==> src/rtl/core/obar_pkg.sv <==
`default_nettype none
package obar_pkg;

   localparam int TIME_W = 63;
   localparam int PRICE_W = 32;
   localparam int MIN_W = 11;
   localparam int PERIOD_W = 47;
   localparam int NUM_PRICES = 8;
   localparam int QUEUE_DEPTH = 2;
   localparam logic [PERIOD_W-1:0] NS_PER_MINUTE = 47'd60000000000;

   // price slots: bid open, close, high, low; ask open, close, high, low
   localparam int P_OPEN = 0;
   localparam int P_CLOSE = 1;
   localparam int P_HIGH = 2;
   localparam int P_LOW = 3;

   typedef struct packed {
      logic [TIME_W-1:0] start;
      logic [NUM_PRICES-1:0][PRICE_W-1:0] prices;
      logic [PRICE_W-1:0] volume;
   } bar_word_type;

endpackage
`default_nettype wire

==> src/rtl/core/obar_front.sv <==
`default_nettype none
module obar_front (
   input  wire logic clock,
   input  wire logic reset,
   input  wire logic req_valid,
   output logic req_ready,
   input  wire logic [obar_pkg::TIME_W-1:0] tick_time,
   input  wire logic [obar_pkg::NUM_PRICES-1:0][obar_pkg::PRICE_W-1:0] prices,
   input  wire logic [obar_pkg::PRICE_W-1:0] volume,
   input  wire logic [obar_pkg::MIN_W-1:0] bar_minutes,
   output logic push_valid,
   input  wire logic push_ready,
   output obar_pkg::bar_word_type push_data
);
   localparam logic [1:0] S_IDLE = 2'd0;
   localparam logic [1:0] S_CALC = 2'd1;
   localparam logic [1:0] S_DIV = 2'd2;
   localparam logic [1:0] S_PUSH = 2'd3;
   localparam int PW = obar_pkg::PERIOD_W;
   localparam int TW = obar_pkg::TIME_W;
   localparam int CW = $clog2(TW);

   logic [1:0] state_ff, state_in;
   logic [CW-1:0] cnt_ff, cnt_in;
   logic [TW-1:0] time_ff, time_in;
   logic [PW-1:0] period_ff, period_in;
   logic [PW-1:0] rem_ff, rem_in;
   logic [PW:0] rem_shift;
   logic [obar_pkg::NUM_PRICES-1:0][obar_pkg::PRICE_W-1:0] prices_ff, prices_in;
   logic [obar_pkg::PRICE_W-1:0] volume_ff, volume_in;
   logic [obar_pkg::MIN_W-1:0] minutes;

   assign minutes = (bar_minutes == '0) ? obar_pkg::MIN_W'(1) : bar_minutes;
   assign rem_shift = {rem_ff, time_ff[cnt_ff]};
   assign req_ready = (state_ff == S_IDLE);
   assign push_valid = (state_ff == S_PUSH);
   assign push_data.start = time_ff - TW'(rem_ff);
   assign push_data.prices = prices_ff;
   assign push_data.volume = volume_ff;

   always_comb begin
      state_in = state_ff;
      cnt_in = cnt_ff;
      time_in = time_ff;
      period_in = period_ff;
      rem_in = rem_ff;
      prices_in = prices_ff;
      volume_in = volume_ff;
      case (state_ff)
         S_IDLE: begin
            if (req_valid) begin
               time_in = tick_time;
               prices_in = prices;
               volume_in = volume;
               state_in = S_CALC;
            end
         end
         S_CALC: begin
            period_in = PW'(minutes) * obar_pkg::NS_PER_MINUTE;
            rem_in = '0;
            cnt_in = CW'(TW - 1);
            state_in = S_DIV;
         end
         S_DIV: begin
            // restoring remainder, one time bit per cycle
            if (rem_shift >= {1'b0, period_ff}) begin
               rem_in = PW'(rem_shift - {1'b0, period_ff});
            end else begin
               rem_in = PW'(rem_shift);
            end
            if (cnt_ff == '0) begin
               state_in = S_PUSH;
            end else begin
               cnt_in = cnt_ff - CW'(1);
            end
         end
         S_PUSH: begin
            if (push_ready) begin
               state_in = S_IDLE;
            end
         end
         default: state_in = S_IDLE;
      endcase
   end

   always_ff @(posedge clock) begin
      if (reset) begin
         state_ff <= S_IDLE;
      end else begin
         state_ff <= state_in;
      end
      cnt_ff <= cnt_in;
      time_ff <= time_in;
      period_ff <= period_in;
      rem_ff <= rem_in;
      prices_ff <= prices_in;
      volume_ff <= volume_in;
   end
endmodule
`default_nettype wire

==> src/rtl/core/obar_fifo.sv <==
`default_nettype none
module obar_fifo #(
   parameter int DEPTH = obar_pkg::QUEUE_DEPTH
) (
   input  wire logic clock,
   input  wire logic reset,
   input  wire logic push_valid,
   output logic push_ready,
   input  wire obar_pkg::bar_word_type push_data,
   output logic pop_valid,
   input  wire logic pop_ready,
   output obar_pkg::bar_word_type pop_data,
   output logic [$clog2(DEPTH+1)-1:0] count
);
   localparam int AW = (DEPTH > 1) ? $clog2(DEPTH) : 1;
   localparam int NW = $clog2(DEPTH + 1);

   obar_pkg::bar_word_type mem [DEPTH];
   logic [AW-1:0] wr_ff, wr_in, rd_ff, rd_in;
   logic [NW-1:0] cnt_ff, cnt_in;
   logic do_push, do_pop;

   assign push_ready = (cnt_ff != NW'(DEPTH));
   assign pop_valid = (cnt_ff != '0);
   assign do_push = push_valid && push_ready;
   assign do_pop = pop_valid && pop_ready;
   assign pop_data = mem[rd_ff];
   assign count = cnt_ff;

   always_comb begin
      wr_in = wr_ff;
      rd_in = rd_ff;
      cnt_in = cnt_ff;
      if (do_push) begin
         wr_in = (wr_ff == AW'(DEPTH - 1)) ? '0 : wr_ff + AW'(1);
      end
      if (do_pop) begin
         rd_in = (rd_ff == AW'(DEPTH - 1)) ? '0 : rd_ff + AW'(1);
      end
      if (do_push && !do_pop) begin
         cnt_in = cnt_ff + NW'(1);
      end else if (do_pop && !do_push) begin
         cnt_in = cnt_ff - NW'(1);
      end
   end

   always_ff @(posedge clock) begin
      if (reset) begin
         wr_ff <= '0;
         rd_ff <= '0;
         cnt_ff <= '0;
      end else begin
         wr_ff <= wr_in;
         rd_ff <= rd_in;
         cnt_ff <= cnt_in;
      end
      if (do_push) begin
         mem[wr_ff] <= push_data;
      end
   end
endmodule
`default_nettype wire

==> src/rtl/core/obar_back.sv <==
`default_nettype none
module obar_back (
   input  wire logic clock,
   input  wire logic reset,
   input  wire logic pop_valid,
   output logic pop_ready,
   input  wire obar_pkg::bar_word_type pop_data,
   output logic rsp_valid,
   input  wire logic rsp_ready,
   output logic new_bar,
   output logic bar_open,
   output obar_pkg::bar_word_type bar
);
   logic open_ff, open_in;
   logic valid_ff, valid_in;
   logic new_ff, new_in;
   obar_pkg::bar_word_type bar_ff, bar_in;
   logic fresh, take;

   assign pop_ready = !valid_ff || rsp_ready;
   assign take = pop_valid && pop_ready;
   assign fresh = !open_ff || (pop_data.start != bar_ff.start);
   assign rsp_valid = valid_ff;
   assign new_bar = new_ff;
   assign bar_open = open_ff;
   assign bar = bar_ff;

   always_comb begin
      open_in = open_ff;
      new_in = new_ff;
      bar_in = bar_ff;
      valid_in = valid_ff && !rsp_ready;
      if (take) begin
         valid_in = 1'b1;
         open_in = 1'b1;
         new_in = fresh;
         if (fresh) begin
            bar_in = pop_data;
         end else begin
            for (int s = 0; s < obar_pkg::NUM_PRICES; s += 4) begin
               if (pop_data.prices[s + obar_pkg::P_HIGH] >
                   bar_ff.prices[s + obar_pkg::P_HIGH]) begin
                  bar_in.prices[s + obar_pkg::P_HIGH] =
                     pop_data.prices[s + obar_pkg::P_HIGH];
               end
               if (pop_data.prices[s + obar_pkg::P_LOW] <
                   bar_ff.prices[s + obar_pkg::P_LOW]) begin
                  bar_in.prices[s + obar_pkg::P_LOW] =
                     pop_data.prices[s + obar_pkg::P_LOW];
               end
               bar_in.prices[s + obar_pkg::P_CLOSE] =
                  pop_data.prices[s + obar_pkg::P_CLOSE];
            end
         end
      end
   end

   always_ff @(posedge clock) begin
      if (reset) begin
         open_ff <= 1'b0;
         valid_ff <= 1'b0;
      end else begin
         open_ff <= open_in;
         valid_ff <= valid_in;
      end
      new_ff <= new_in;
      bar_ff <= bar_in;
   end
endmodule
`default_nettype wire

==> src/rtl/core/ohlc_bar_aggregator.sv <==
// OHLC bar aggregator: one price update in, one bar snapshot out. Each update
// passes through the front end (capture, period multiply, a bit-serial
// remainder unit that rounds the timestamp down to the bar length, then the
// hand-off into a two-word queue); the front end takes a new update once that
// word is queued. The back end compares against the open bar and updates it as
// it takes a word from the queue, holding the result in an output register.
// bar_minutes lives at byte address 0; a value of 0 means one minute.
`default_nettype none
module ohlc_bar_aggregator #(
   parameter int QUEUE_DEPTH = obar_pkg::QUEUE_DEPTH
) (
   input  wire logic clock,
   input  wire logic reset,
   input  wire logic psel,
   input  wire logic penable,
   input  wire logic pwrite,
   input  wire logic [2:0] paddr,
   input  wire logic [31:0] pwdata,
   output logic [31:0] prdata,
   output logic pready,
   input  wire logic req_valid,
   output logic req_ready,
   input  wire logic [62:0] req_tick_time,
   input  wire logic [31:0] req_bid_open,
   input  wire logic [31:0] req_bid_close,
   input  wire logic [31:0] req_bid_high,
   input  wire logic [31:0] req_bid_low,
   input  wire logic [31:0] req_ask_open,
   input  wire logic [31:0] req_ask_close,
   input  wire logic [31:0] req_ask_high,
   input  wire logic [31:0] req_ask_low,
   input  wire logic [31:0] req_trade_volume,
   output logic rsp_valid,
   input  wire logic rsp_ready,
   output logic rsp_new_bar,
   output logic [62:0] rsp_bar_start,
   output logic [31:0] rsp_out_bid_open,
   output logic [31:0] rsp_out_bid_close,
   output logic [31:0] rsp_out_bid_high,
   output logic [31:0] rsp_out_bid_low,
   output logic [31:0] rsp_out_ask_open,
   output logic [31:0] rsp_out_ask_close,
   output logic [31:0] rsp_out_ask_high,
   output logic [31:0] rsp_out_ask_low,
   output logic [31:0] rsp_out_volume
);
   logic [obar_pkg::MIN_W-1:0] minutes_ff;
   logic [obar_pkg::NUM_PRICES-1:0][obar_pkg::PRICE_W-1:0] in_prices;
   logic push_valid, push_ready, pop_valid, pop_ready, bar_open;
   logic [$clog2(QUEUE_DEPTH+1)-1:0] q_count;
   obar_pkg::bar_word_type push_data, pop_data, bar;

   assign pready = 1'b1;
   assign prdata = paddr[2] ? 32'd0 : 32'(minutes_ff);

   always_ff @(posedge clock) begin
      if (reset) begin
         minutes_ff <= obar_pkg::MIN_W'(1);
      end else if (psel && penable && pwrite && !paddr[2]) begin
         minutes_ff <= pwdata[obar_pkg::MIN_W-1:0];
      end
   end

   assign in_prices = {req_ask_low, req_ask_high, req_ask_close, req_ask_open,
                       req_bid_low, req_bid_high, req_bid_close, req_bid_open};

   obar_front u_front (
      .clock(clock), .reset(reset),
      .req_valid(req_valid), .req_ready(req_ready),
      .tick_time(req_tick_time), .prices(in_prices), .volume(req_trade_volume),
      .bar_minutes(minutes_ff),
      .push_valid(push_valid), .push_ready(push_ready), .push_data(push_data)
   );

   obar_fifo #(.DEPTH(QUEUE_DEPTH)) u_fifo (
      .clock(clock), .reset(reset),
      .push_valid(push_valid), .push_ready(push_ready), .push_data(push_data),
      .pop_valid(pop_valid), .pop_ready(pop_ready), .pop_data(pop_data),
      .count(q_count)
   );

   obar_back u_back (
      .clock(clock), .reset(reset),
      .pop_valid(pop_valid), .pop_ready(pop_ready), .pop_data(pop_data),
      .rsp_valid(rsp_valid), .rsp_ready(rsp_ready),
      .new_bar(rsp_new_bar), .bar_open(bar_open), .bar(bar)
   );

   assign rsp_bar_start = bar.start;
   assign rsp_out_bid_open = bar.prices[0];
   assign rsp_out_bid_close = bar.prices[1];
   assign rsp_out_bid_high = bar.prices[2];
   assign rsp_out_bid_low = bar.prices[3];
   assign rsp_out_ask_open = bar.prices[4];
   assign rsp_out_ask_close = bar.prices[5];
   assign rsp_out_ask_high = bar.prices[6];
   assign rsp_out_ask_low = bar.prices[7];
   assign rsp_out_volume = bar.volume;

   a_busy_after_accept: assert property (@(posedge clock) disable iff (reset)
      req_valid && req_ready |=> !req_ready)
      else $error("front end took a second word while busy");

   a_queue_bound: assert property (@(posedge clock) disable iff (reset)
      q_count <= ($clog2(QUEUE_DEPTH+1))'(QUEUE_DEPTH))
      else $error("queue count beyond depth");

   a_result_has_bar: assert property (@(posedge clock) disable iff (reset)
      rsp_valid |-> bar_open)
      else $error("result shown with no open bar");

   a_pop_feeds_result: assert property (@(posedge clock) disable iff (reset)
      pop_valid && pop_ready |=> rsp_valid)
      else $error("queued word lost on its way to the output");
endmodule
`default_nettype wire

==> config.mk <==
export PLATFORM = sky130hd
export DESIGN_NAME = ohlc_bar_aggregator
export DESIGN_NICKNAME = d
export VERILOG_FILES = /design/src/rtl/core/obar_pkg.sv /design/src/rtl/core/obar_front.sv /design/src/rtl/core/obar_fifo.sv /design/src/rtl/core/obar_back.sv /design/src/rtl/core/ohlc_bar_aggregator.sv
export SDC_FILE = /design/constraint.sdc
export NUM_CORES = 2
export LEC_CHECK = 0
export ABC_AREA = 1
export BUFFER_PORTS_ARGS = -buffer_cell sky130_fd_sc_hd__buf_2
export CAP_MARGIN = 30
export CORE_MARGIN = 2
export CORE_UTILIZATION = 50
export CTS_CLUSTER_DIAMETER = 80
export DETAILED_ROUTE_END_ITERATION = 16
export HOLD_SLACK_MARGIN = 0.12
export PLACE_DENSITY = 0.7
export RECOVER_POWER = 50
export SLEW_MARGIN = 20
export SYNTH_ARGS = -nofsm -noshare
export SYNTH_HDL_FRONTEND = slang
export SYNTH_SLANG_ARGS = --single-unit
==> constraint.sdc <==
create_clock -name clock -period 25.8 [get_ports clock]
set_input_delay 0 -clock clock [delete_from_list [all_inputs] [get_ports clock]]
set_output_delay 0 -clock clock [all_outputs]
set_load 0.02 [all_outputs]
==> flow_summary.toml <==
[clocking]
clk_transition_reported_paths_ns = 0.06
cts_sinks = 1514
cts_tree = "yes"
clock_latency_ns = 0.80
cts_max_level = 4
numCtsBuffers = 157
cts_buffer_depth = 3
cts_resized = 0
cts-root-buf = "clkbuf_16"

[synth]
synth_edf_count = 1494
ys_seq_area_frac = 0.6743
synth.distinct_cells = 56
synthCells = 5599
synth-seq-cells = 1514
syn_avg_cell_area_um2 = 11.99
yosysTopAreaCell = "edfxtp_1"
synthTopCellsByArea = "edfxtp_1 (67%), nand2_1 (9.0%), ha_1 (6.1%)"
netlist.area_leader.share = 0.6683
synth.most_common_cell = "nand2_1"
yosys-top-cells-count = "nand2_1 (1,605), edfxtp_1 (1,494), inv_1 (627)"
yosysWarnings = 0
synth_ff_type = "edfxtp_1"
syn_area_um2 = 67130
async_reset_ff_frac = 0

[setup_path]
worst-path-max-fanout = 162
criticalPathCategory = "register to register"
startpoint_type = "register"
cp.required_ns = 26.24
endpoint_kind = "register"
cp.arrival_ns = 12.77

[die]
io_pins = 780
die_height_um = 370.4
start_util = 0.5036
num_rows = 134
dieArea_um2 = 137200
die_x_um = 370.4
core_area_um2 = 133300

[power_and_ir_drop]
ir_drop_mv = 0.08582
p_leak_uw = 0.03454
powerDensity_nw_per_um2 = 119.4

[timing]
rsz0062_at_grt = "false"
finalCritPeriodShare = 0.4778
finalHoldViolCount = 0
worstMarginPinSlew_ns = 6.173
finalMaxSlewViolations = 580
fmax_mhz = 81.13
period_minus_slack_ns = 12.33
finalSetupTns_ns = 0
fin_skew_ns = 0.04740
relSlewSlack = -3.116
layout_setup_ws_ns = 13.47
setup_viol = 0

[global_routing]
grt_max_degree = 163
grtUsageTotal = 0.2859
antenna_found_initial = 29
grt_pass1_vias = 48610
gr-total-overflow = 0
grt_pass1_wl_um = 292000

[cells_and_area]
register_area_um2 = 45260
layout-drive-gt1-share = 0.08550
instances_no_fill = 9089
n_fill_cell = 10005
multiInputGateArea_um2 = 18870
fin_area_um2 = 85020
areaGrowthSynthToFinish_pct = 26.66
finalNetCount = 7969

[detailed_routing]
drcViolationCount = 0
dr.pass1.iters = 6
routed-via-count = 47932
wire_per_inst_um = 22.07
routed_via_density = 5.274
routed_wl_um = 200600
drtAntennaViolNets = 0
drt_iter0_markers = 4273

[worst_hold_path]
min_path_type = "input pin to register"

[run_status]
status = "finished, violations left"
violations = "capacitance limit, slew limit"

[place]
place_ws_ns = 18.90
routabilityCongestion = 0.9618
dp_cells = 8020
place_area_um2 = 72850
io_buffers = 734
hpwl_um = 134500

[flow_run]
drv_cap = 10
## area by class of cell
| class | instances | share of cell area |
|---|---|---|
| antenna | 23 | 0.0006769 |
| clock buffer | 195 | 0.04825 |
| clock inverter | 94 | 0.01095 |
| inverter | 631 | 0.02799 |
| multi-input combinational | 3336 | 0.2220 |
| sequential | 1514 | 0.5324 |
| tap | 1768 | 0.02602 |
| timing repair buffer | 1528 | 0.1318 |
## critical path, cell delays in order (launching register included)
cell	delay, ns
dfxtp_1	1.63
clkinvlp_2	5.70
buf_4	2.03
buf_4	0.47
nand2_1	0.17
nand2_1	0.13
ha_1	0.31
a21oi_1	0.21
o21a_1	0.24
o221ai_1	0.19
nand2_1	0.10
nand2_1	0.05
nand2_1	0.07
nand2_1	0.06
nand2_1	0.13
buf_4	0.42
## metal layers
| metal | global-route usage | part of all wire | vias up |
|---|---|---|---|
| met2 | 0.4868 | 0.49 | 1958 |
| met3 | 0.06579 | 0.080 | 504 |
| met5 | 0 | 0.00079 | - |
| met4 | 0.1353 | 0.053 | 22 |
| met1 | 0.3436 | 0.38 | 23206 |
| li1 | - | - | 22242 |
## flip-flops by register name (all words and copies together) (netlist names), 2 cells and up, named ones only
| register | cells |
|---|---|
| minutes_ff | 11 |
| u_back.bar | 351 |
| u_fifo.count | 2 |
| u_fifo.mem | 702 |
| u_front.cnt_ff | 6 |
| u_front.period_ff | 36 |
| u_front.push_data | 256 |
| u_front.rem_ff | 47 |
| u_front.state_ff | 2 |
| u_front.time_ff | 63 |
| u_front.volume_ff | 32 |
## power by group
part	switching [µW]	leakage (µW)	internal, µW
Sequential	312	0.0141	3670
Combinational	2850	0.0180	1100
Clock	987	0.00244	1230
Total	4140	0.0345	6000
## path summary, 6_finish.rpt
| path | cells past startpoint | start | endpoint | slack (ns) |
|---|---|---|---|---|
| worst max register to register | 15 | register | u_back.bar[145]$_DFFE_PP_ | 13.47 |
| worst max-delay path | 15 | register | u_back.bar[145]$_DFFE_PP_ | 13.47 |
| worst min-delay path | 6 | req_valid | u_front.state_ff[1]$_SDFFE_PP0P_ | 0.28 |
| worst min register to register | 0 | u_front.push_data[195]$_DFFE_PP_ | u_fifo.mem[1][195]$_DFFE_PP_ | 0.41 |
## per-stage QoR
step             util  power, µW  hold WS [ns]
6_report       0.6379      10150        0.2849
5_1_grt        0.6377      10680        0.2774
4_1_cts        0.6408      10100        0.1992
3_5_place_dp   0.5466       7799        0.1781
3_3_place_gp   0.5455       7698        0.1767
2_1_floorplan       -       6456       0.06941
## cells by family (layout without fill, tap and decap cells)
kind of cell	count (synthesis)	in the layout	share of synthesized area
and+or+nand+nor	2202	2202	0.1304
adders and majority gates	408	408	0.08522
DFF	1514	1514	0.6743
AOI/OAI and AO/OA	567	567	0.04632
buffers and inverters	769	2448	0.04574
xor gates and xnor gates	137	137	0.01788
other	2	45	0.0001119
## cells in the final DEF, fill, tap and decap left out, types with 82 or more instances in the layout
cell,instances
nor2_1,317
clkbuf_1,425
nand2_1,1605
nand3_1,164
clkbuf_16,158
ha_1,326
fa_1,82
a21oi_1,285
o21ai_0,165
edfxtp_1,1494
buf_2,351
dlygate4sd3_1,752
inv_1,624
## what timing repair did
item	in CTS	in global routing
endpoints found under the hold margin	434	0
setup buffers	0	0
hold buffers	752	0
(Power assumes the default switching activity.)
